`config.mk`:
```
export PLATFORM = sky130hd
export DESIGN_NAME = utf8_validate_whitespace_collapse
export DESIGN_NICKNAME = d
export VERILOG_FILES = /design/src/design/utf8vwc_pkg.sv /design/src/design/utf8vwc_core.sv /design/src/design/utf8vwc_outbuf.sv /design/src/design/utf8_validate_whitespace_collapse.sv
export VERILOG_INCLUDE_DIRS = /design/src /design/src/design
export SDC_FILE = /design/constraint.sdc
export NUM_CORES = 1
export LEC_CHECK = 0
export ABC_AREA = 0
export BUFFER_PORTS_ARGS = -buffer_cell sky130_fd_sc_hd__buf_2
export CAP_MARGIN = 20
export CELL_PAD_IN_SITES_DETAIL_PLACEMENT = 1
export CELL_PAD_IN_SITES_GLOBAL_PLACEMENT = 2
export CORE_ASPECT_RATIO = 1.75
export CORE_MARGIN = 2
export CORE_UTILIZATION = 41
export CTS_BUF_LIST = sky130_fd_sc_hd__clkbuf_8
export DETAILED_ROUTE_END_ITERATION = 16
export PLACE_DENSITY_LB_ADDON = 0.1
export SLEW_MARGIN = 10
export SYNTH_ARGS = -nofsm -noshare
export SYNTH_HDL_FRONTEND = slang
export SYNTH_HIERARCHICAL = 1
export SYNTH_SLANG_ARGS = --single-unit
```
`constraint.sdc`:
```
create_clock -name clk_i -period 14.9 [get_ports clk_i]
set_input_delay 2.98 -clock clk_i [delete_from_list [all_inputs] [get_ports clk_i]]
set_output_delay 2.98 -clock clk_i [all_outputs]
set_load 0.02 [all_outputs]
```
`src/design/utf8_validate_whitespace_collapse_assert.svh`:
```
// Assertion macros for the blocks of the UTF-8 whitespace collapser.
// They expect clk_i and rst_ni in the scope where they are used.
`ifndef UTF8_VALIDATE_WHITESPACE_COLLAPSE_ASSERT_SVH
`define UTF8_VALIDATE_WHITESPACE_COLLAPSE_ASSERT_SVH

// The consequent must hold in the same cycle as the antecedent.
`define UVWC_ASSERT_IMPL(lbl, ante, cons) \
  lbl: assert property (@(posedge clk_i) disable iff (!rst_ni) (ante) |-> (cons)) \
    else $error("utf8vwc: same-cycle implication failed");

// The consequent must hold in the cycle after the antecedent.
`define UVWC_ASSERT_NEXT(lbl, ante, cons) \
  lbl: assert property (@(posedge clk_i) disable iff (!rst_ni) (ante) |=> (cons)) \
    else $error("utf8vwc: next-cycle implication failed");

// The expression must never be true.
`define UVWC_ASSERT_NEVER(lbl, expr) \
  lbl: assert property (@(posedge clk_i) disable iff (!rst_ni) !(expr)) \
    else $error("utf8vwc: forbidden condition seen");

`endif

```
`src/design/utf8vwc_pkg.sv`:
```
package utf8vwc_pkg;

  localparam logic [20:0] MaxCode      = 21'h10ffff;
  localparam logic [20:0] SurrogateLo  = 21'h00d800;
  localparam logic [20:0] SurrogateHi  = 21'h00dfff;
  localparam logic [20:0] MinClass1    = 21'h000080;
  localparam logic [20:0] MinClass2    = 21'h000800;
  localparam logic [20:0] MinClass3    = 21'h010000;

  localparam logic [7:0] Lead2Lo = 8'hc2;
  localparam logic [7:0] Lead2Hi = 8'hdf;
  localparam logic [7:0] Lead3Lo = 8'he0;
  localparam logic [7:0] Lead3Hi = 8'hef;
  localparam logic [7:0] Lead4Lo = 8'hf0;
  localparam logic [7:0] Lead4Hi = 8'hf4;

  localparam logic [1:0] Class1 = 2'd1;
  localparam logic [1:0] Class2 = 2'd2;
  localparam logic [1:0] Class3 = 2'd3;

  // One result word as it leaves the block.
  typedef struct packed {
    logic            space_before;
    logic [2:0]      byte_count;
    logic [3:0][7:0] bytes;
    logic            text_end;
    logic            invalid_text;
  } result_t;

  // Unicode White_Space property, plus the separators 0x1c to 0x1f.
  function automatic logic is_space(input logic [20:0] c);
    logic hit;
    hit = c inside {[21'h9:21'hd], [21'h1c:21'h20], 21'h85, 21'ha0, 21'h1680,
                    [21'h2000:21'h200a], 21'h2028, 21'h2029, 21'h202f,
                    21'h205f, 21'h3000};
    return hit;
  endfunction

endpackage

```
`src/design/utf8vwc_core.sv`:
```
module utf8vwc_core (
  input  logic                 clk_i,
  input  logic                 rst_ni,
  input  logic                 accept_i,
  input  logic [7:0]           text_byte_i,
  input  logic                 final_byte_i,
  output logic                 res_valid_o,
  output utf8vwc_pkg::result_t res_o
);
  import utf8vwc_pkg::*;

  logic [20:0] code_q, code_d;
  logic [1:0]  btc_q, btc_d;
  logic [1:0]  minc_q, minc_d;
  logic [7:0]  held_q [4];
  logic [7:0]  held_d [4];
  logic [2:0]  hcnt_q, hcnt_d;
  logic        seen_q, seen_d;
  logic        space_q, space_d;
  logic        error_q, error_d;

  logic        done;
  logic        emit;
  logic        space;
  logic        err;
  logic        emit_ok;
  logic [20:0] minimum;

  always_comb begin
    code_d  = code_q;
    btc_d   = btc_q;
    minc_d  = minc_q;
    held_d  = held_q;
    hcnt_d  = hcnt_q;
    seen_d  = seen_q;
    space_d = space_q;
    err     = error_q;
    done    = 1'b0;
    emit    = 1'b0;
    space   = 1'b0;
    minimum = '0;

    if (!error_q) begin
      if (btc_q == 2'd0) begin
        hcnt_d = 3'd0;
        if (text_byte_i[7] == 1'b0) begin
          code_d    = {13'd0, text_byte_i};
          minc_d    = 2'd0;
          held_d[0] = text_byte_i;
          hcnt_d    = 3'd1;
          done      = 1'b1;
        end else if (text_byte_i inside {[Lead2Lo:Lead2Hi]}) begin
          code_d    = {16'd0, text_byte_i[4:0]};
          btc_d     = 2'd1;
          minc_d    = Class1;
          held_d[0] = text_byte_i;
          hcnt_d    = 3'd1;
        end else if (text_byte_i inside {[Lead3Lo:Lead3Hi]}) begin
          code_d    = {17'd0, text_byte_i[3:0]};
          btc_d     = 2'd2;
          minc_d    = Class2;
          held_d[0] = text_byte_i;
          hcnt_d    = 3'd1;
        end else if (text_byte_i inside {[Lead4Lo:Lead4Hi]}) begin
          code_d    = {18'd0, text_byte_i[2:0]};
          btc_d     = 2'd3;
          minc_d    = Class3;
          held_d[0] = text_byte_i;
          hcnt_d    = 3'd1;
        end else begin
          err = 1'b1;
        end
      end else if (text_byte_i[7:6] != 2'b10) begin
        // A non-continuation byte inside a sequence is an error, not a new lead.
        err   = 1'b1;
        btc_d = 2'd0;
      end else begin
        code_d               = {code_q[14:0], text_byte_i[5:0]};
        held_d[hcnt_q[1:0]]  = text_byte_i;
        if (hcnt_q < 3'd4) begin
          hcnt_d = hcnt_q + 3'd1;
        end
        btc_d = btc_q - 2'd1;
        done  = (btc_q == 2'd1);
      end

      if (done) begin
        case (minc_d)
          Class1:  minimum = MinClass1;
          Class2:  minimum = MinClass2;
          Class3:  minimum = MinClass3;
          default: minimum = '0;
        endcase
        if (code_d < minimum || code_d > MaxCode ||
            (code_d >= SurrogateLo && code_d <= SurrogateHi)) begin
          err = 1'b1;
        end else if (is_space(code_d)) begin
          if (seen_q) begin
            space_d = 1'b1;
          end
        end else begin
          emit    = 1'b1;
          space   = space_q;
          space_d = 1'b0;
          seen_d  = 1'b1;
        end
      end

      if (final_byte_i && btc_d != 2'd0) begin
        err = 1'b1;
      end
    end

    error_d = err;
    emit_ok = emit && !err;

    res_valid_o        = accept_i && (emit || final_byte_i);
    res_o.space_before = emit_ok && space;
    res_o.byte_count   = emit_ok ? hcnt_d : 3'd0;
    for (int i = 0; i < 4; i++) begin
      res_o.bytes[i] = (emit_ok && 3'(i) < hcnt_d) ? held_d[i] : 8'd0;
    end
    res_o.text_end     = final_byte_i;
    res_o.invalid_text = final_byte_i && err;

    // The closing byte returns every control register to its reset value.
    if (final_byte_i) begin
      code_d  = '0;
      btc_d   = '0;
      minc_d  = '0;
      hcnt_d  = '0;
      seen_d  = 1'b0;
      space_d = 1'b0;
      error_d = 1'b0;
    end
  end

  always_ff @(posedge clk_i or negedge rst_ni) begin
    if (!rst_ni) begin
      code_q  <= '0;
      btc_q   <= '0;
      minc_q  <= '0;
      hcnt_q  <= '0;
      seen_q  <= 1'b0;
      space_q <= 1'b0;
      error_q <= 1'b0;
    end else if (accept_i) begin
      code_q  <= code_d;
      btc_q   <= btc_d;
      minc_q  <= minc_d;
      hcnt_q  <= hcnt_d;
      seen_q  <= seen_d;
      space_q <= space_d;
      error_q <= error_d;
    end
  end

  always_ff @(posedge clk_i) begin
    if (accept_i) begin
      held_q <= held_d;
    end
  end

endmodule

```
`src/design/utf8vwc_outbuf.sv`:
```
`include "utf8_validate_whitespace_collapse_assert.svh"

module utf8vwc_outbuf (
  input  logic                 clk_i,
  input  logic                 rst_ni,
  input  logic                 push_i,
  input  utf8vwc_pkg::result_t push_data_i,
  output logic                 full_o,
  output logic                 out_valid_o,
  input  logic                 out_stall_i,
  output utf8vwc_pkg::result_t out_data_o
);
  import utf8vwc_pkg::*;

  result_t main_q;
  result_t skid_q;
  logic    main_valid_q;
  logic    skid_valid_q;
  logic    pop;

  assign pop         = main_valid_q && !out_stall_i;
  assign full_o      = skid_valid_q;
  assign out_valid_o = main_valid_q;
  assign out_data_o  = main_q;

  always_ff @(posedge clk_i or negedge rst_ni) begin
    if (!rst_ni) begin
      main_valid_q <= 1'b0;
      skid_valid_q <= 1'b0;
    end else if (skid_valid_q) begin
      if (pop) begin
        skid_valid_q <= 1'b0;
      end
    end else if (push_i) begin
      if (!main_valid_q || pop) begin
        main_valid_q <= 1'b1;
      end else begin
        skid_valid_q <= 1'b1;
      end
    end else if (pop) begin
      main_valid_q <= 1'b0;
    end
  end

  always_ff @(posedge clk_i) begin
    if (skid_valid_q) begin
      if (pop) begin
        main_q <= skid_q;
      end
    end else if (push_i) begin
      if (!main_valid_q || pop) begin
        main_q <= push_data_i;
      end else begin
        skid_q <= push_data_i;
      end
    end
  end

  // The skid word is only ever filled behind a waiting output word.
  `UVWC_ASSERT_IMPL(a_skid_behind_main, skid_valid_q, main_valid_q)
  // No word may arrive while the skid stage is occupied.
  `UVWC_ASSERT_NEVER(a_no_push_when_full, push_i && skid_valid_q)
  // Draining the skid word keeps the output side presenting a word.
  `UVWC_ASSERT_NEXT(a_skid_refills_main, pop && skid_valid_q, main_valid_q && !skid_valid_q)

endmodule

```
`src/design/utf8_validate_whitespace_collapse.sv`:
```
// Channel  | Direction | Handshake              | Word
// ---------+-----------+------------------------+-------------------------------------------
// input    | in        | in_valid_i / in_stall_o | text_byte_i, final_byte_i
// output   | out       | out_valid_o / out_stall_i | space_before_o, byte_count_o,
//          |           |                        | out_byte0_o..out_byte3_o, text_end_o,
//          |           |                        | invalid_text_o
//
// One byte is accepted per clock while in_stall_o is low; decode, checks and whitespace
// tracking finish in the cycle of acceptance; the result word goes into the output stage.
// A two-word output stage (output register plus skid register) sets the rate: input
// stalls only while both words are held under an output stall.
// rst_ni clears the decoder's control registers and empties the output stage; no clearing pass.
module utf8_validate_whitespace_collapse (
  input  logic       clk_i,
  input  logic       rst_ni,
  input  logic       in_valid_i,
  output logic       in_stall_o,
  input  logic [7:0] text_byte_i,
  input  logic       final_byte_i,
  output logic       out_valid_o,
  input  logic       out_stall_i,
  output logic       space_before_o,
  output logic [2:0] byte_count_o,
  output logic [7:0] out_byte0_o,
  output logic [7:0] out_byte1_o,
  output logic [7:0] out_byte2_o,
  output logic [7:0] out_byte3_o,
  output logic       text_end_o,
  output logic       invalid_text_o
);
  import utf8vwc_pkg::*;

  logic    accept;
  logic    res_valid;
  logic    full;
  result_t res;
  result_t out_word;

  assign in_stall_o = full;
  assign accept     = in_valid_i && !full;

  utf8vwc_core u_core (
    .clk_i        (clk_i),
    .rst_ni       (rst_ni),
    .accept_i     (accept),
    .text_byte_i  (text_byte_i),
    .final_byte_i (final_byte_i),
    .res_valid_o  (res_valid),
    .res_o        (res)
  );

  utf8vwc_outbuf u_outbuf (
    .clk_i       (clk_i),
    .rst_ni      (rst_ni),
    .push_i      (res_valid),
    .push_data_i (res),
    .full_o      (full),
    .out_valid_o (out_valid_o),
    .out_stall_i (out_stall_i),
    .out_data_o  (out_word)
  );

  assign space_before_o = out_word.space_before;
  assign byte_count_o   = out_word.byte_count;
  assign out_byte0_o    = out_word.bytes[0];
  assign out_byte1_o    = out_word.bytes[1];
  assign out_byte2_o    = out_word.bytes[2];
  assign out_byte3_o    = out_word.bytes[3];
  assign text_end_o     = out_word.text_end;
  assign invalid_text_o = out_word.invalid_text;

endmodule

```
==> summary.txt <==
GRT
  – Global-route wire length before repair: around 35 mm
  – All-Layer GR Usage: 23.68%
  – Initial antenna violation count: 0
  – Largest net degree at the start of global routing: 47
  – Vias in the first global route: 5,848
  – Grt total ovfl: 0

Worst setup path
  – CP Class: in2reg
  – Critical path origin: text_byte_i[7]
  – Critical Path AT: just under 8000 ps
  – Worst path slowest cell: nor3b_1
  – Critical-path cell list: buf_2, nand4b_1, nor3b_1, o31a_1, a21oi_1, ha_1, o21ai_0, mux2i_1, a211oi_1, o221ai_1, o22ai_1, a2111o_1, a311oi_2, and2_1, o21a_1, nand2b_1, a21boi_4, buf_4
  – CP endpoint kind: register
  – Reg2reg start: u_core/btc_q[0]
  – WP data required: 15,010 ps
  – Max stage delay on crit path: about 770 ps
  – Crit-path max FO: 29
  – CP Launch Type: input pin

Synthesis
  – Register area share after synthesis: 52.68%
  – Mapped Cells: 626
  – Primary FF master, synth: edfxtp_1
  – Synthesized area per cell: around 12 um2
  – Post-synth EDFFs: 108
  – Async S/R FF share, synth: roughly a quarter
  – Number of synthesized register bits: 141
  – Yosys warnings: 6
  – Top cell type's share of synthesized area: 41.99%
  – Largest area contributor in the netlist: edfxtp_1
  – Syn Nets: between 600 and 700
  – Mapped Area: around 0.0077 mm2
  – Synth area leaders: edfxtp_1, dfrtp_1, mux2_4
  – Post-synth cell types: 73

Floorplanning
  – Core area: roughly 0.018 mm2
  – Std cell rows: 66
  – Die Y: 185.6 um
  – Total die area: 0.01999 mm2
  – Initial Util: 41.75%
  – Die Wd: 107.8 um
  – IO Pins: 53

Final layout
  – Fin util: 45.87%
  – Layout filler cell count: 1,998
  – Nets: ~690
  – Design area: around 0.0085 mm2
  – Share of cells above drive strength 1: 28.47%
  – N_diodes: 0
  – Area Overhead vs Synth: 9.849%

Clocking
  – CTS resizes: 0
  – Setup Fix Bufs, Post-CTS: 0
  – Clock Path Buffers: 2
  – CTS Hold Bufs: 0
  – H-tree depth reported by CTS: 4
  – Clk slew on worst S/H paths: roughly 80 ps
  – Worst skew pair latency: 460 ps
  – CTS tree: done
  – CTS Buf Count: 17
  – Root Buffer: clkbuf_8
  – Sink Count: 141

STA
  – Tmin final: 7755 ps
  – Slew Viols, Final: 0
  – Fin crit share: 52.05%
  – Setup total negative slack: 0 ps
  – Peak Freq: roughly 130 MHz
  – Slew margin rel.: 37.93%
  – Layout Skew: 10.30 ps
  – Final setup margin: ~7100 ps
  – Final Hold Viols: 0
  – Final setup fails: 0
  – Actual transition at the worst max-transition pin: about 930 ps
  – RSZ-0062 raised after global routing: no

Pwr
  – Pwr/cell area: 183.6 mW/mm2
  – P_leak: 3.174 nW
  – Maximum vdd drop: between 0.08 and 0.09 mV

Routing
  – Met3 wire len: 660 um
  – Routed wire length: between 20 and 25 mm
  – DR top layer: met4
  – DR WL/cell: 24.43 um
  – Residual DRC: 0
  – DR WL met2: 12.18 mm
  – Drt pass-1 iters: 5
  – Wl on met1: about 8.4 mm
  – ANT nets after route: 0
  – Via/cell ratio: between 5 and 6
  – Vias: 5,441
  – Initial DRC Count: 296

Placed design
  – IO Port Bufs: 52
  – Setup WS pre-CTS: 6781 ps
  – Placed cell areas: 0.008105 mm2
  – Hpwl dp: 16.05 mm
  – RD Place Congestion: 0.9164

Job
  – Maxcap violations: 0

Hold path
  – Hold Path Origin: u_core/minc_q[1]
  – Hold WC Path Type: reg2reg

Run status
  – Status: completed
final timing paths:
check / end / slack, ps / cells after the start
min in group asynchronous: u_core/btc_q[1] / 2610 / 1
min: u_core/minc_q[1] / 520 / 1
max: u_outbuf/out_data_o[8] / 7140 / 18
max in group asynchronous: u_outbuf/full_o / 11680 / 1
min reg2reg: u_core/minc_q[1] / 520 / 1
max reg2reg: u_outbuf/out_data_o[8] / 9380 / 21
cell type report:
cell class | count | area [um2] | share of cell area, %
Timing Repair Buffer | 65 | 367.9 | 4.336
Inverter | 15 | 56.30 | 0.6636
Tap cell | 238 | 297.8 | 3.510
Clock buffer | 17 | 234.0 | 2.758
Multi-Input combinational cell | 425 | 3336 | 39.32
Sequential cell | 141 | 4070 | 47.97
Clock inverter | 15 | 122.6 | 1.445
registers in the layout, summed over array words and instances, names as in the netlist:
register	count
u_core/space_q	1
u_outbuf/out_valid_o	1
u_outbuf/skid_q	38
u_core/seen_q	1
u_core/held_q	32
u_core/error_q	1
u_outbuf/full_o	1
u_core/code_q	21
u_core/hcnt_q	3
u_outbuf/out_data_o	38
u_core/minc_q	2
u_core/btc_q	2
cell usage after synthesis (3+ instances only):
| library cell | instances |
|---|---|
| edfxtp_1 | 108 |
| nor2_1 | 39 |
| mux2_4 | 38 |
| nand2_1 | 38 |
| dfrtp_1 | 33 |
| o21ai_0 | 29 |
| clkbuf_1 | 28 |
| nor3b_2 | 26 |
| mux2_2 | 24 |
| a21oi_1 | 23 |
| nand3_1 | 16 |
| a22o_1 | 15 |
| inv_1 | 15 |
| nor3_1 | 14 |
| o22ai_1 | 12 |
| mux2i_1 | 9 |
| ha_1 | 8 |
| nor3b_1 | 8 |
| nand2b_1 | 7 |
| or4_1 | 7 |
| buf_6 | 6 |
| nand4_1 | 6 |
| nor4_1 | 6 |
| a22oi_1 | 5 |
| and2_1 | 5 |
| and3_1 | 5 |
| nand3b_1 | 5 |
| nor2b_1 | 5 |
| o21a_1 | 5 |
| a211oi_1 | 4 |
| a21o_1 | 4 |
| o22a_1 | 4 |
| o2bb2ai_1 | 4 |
| o31ai_1 | 4 |
| a21boi_0 | 3 |
| a31oi_1 | 3 |
| a32o_1 | 3 |
| buf_1 | 3 |
| buf_12 | 3 |
| nor4bb_1 | 3 |
| o221ai_1 | 3 |
layout by cell type, fill, tap and decap left out, types with 11 or more instances in the layout:
cell type	netlist	final
buf_4	1	11
nand2_1	38	38
a22o_1	15	15
dfrtp_1	33	32
buf_2	2	53
clkbuf_8	0	17
o21ai_0	29	27
a21oi_1	23	23
edfxtp_1	108	108
mux2_4	38	38
o22ai_1	12	12
nor3b_2	26	26
nor2_1	39	38
mux2_2	24	24
inv_1	15	18
nand3_1	16	16
nor3_1	14	14
stage by stage:
stage / power [mW] / hold WS [ps] / cells
after floorplan: 1.102 / 463.6 / 626
after global placement: 1.263 / 509.6 / 879
after detailed placement: 1.275 / 497.3 / 881
after CTS: 1.568 / 521.9 / 913
after global routing: 1.648 / 545.6 / 916
final: 1.558 / 522.6 / 916
critical path, delay by kind of cell:
family,cells,cell delay [ps]
compound gates,10,2290
fa+ha+maj,1,310
buf+inv,2,680
mux,1,160
simple gates,4,1390
per-layer routing:
metal / GRT usage, % / vias to the layer above
met4: 13.69 / 0
li1: - / 2490
met5: 0 / -
met1: 25.70 / 2751
met3: 3.887 / 63
met2: 42.82 / 137
cell families (layout without fill, tap and decap cells):
family,after synthesis,in the layout,synth area share (%)
AOI/OAI and AO/OA,144,144,13.09
adders and majority gates,8,8,1.296
buffers and inverters,60,112,4.374
DFF,141,141,52.68
muxes,71,71,12.05
and+or+nand+nor,202,202,16.51
power breakdown:
| group | total (mW) | switching, mW | leakage (nW) | internal [mW] |
|---|---|---|---|---|
| Combinational | 0.666 | 0.427 | 1.51 | 0.239 |
| Clock | 0.286 | 0.156 | 0.178 | 0.131 |
| Sequential | 0.606 | 0.0616 | 1.48 | 0.544 |
| Total | 1.56 | 0.644 | 3.17 | 0.914 |
Note: power is estimated with default switching activity, not from simulation.
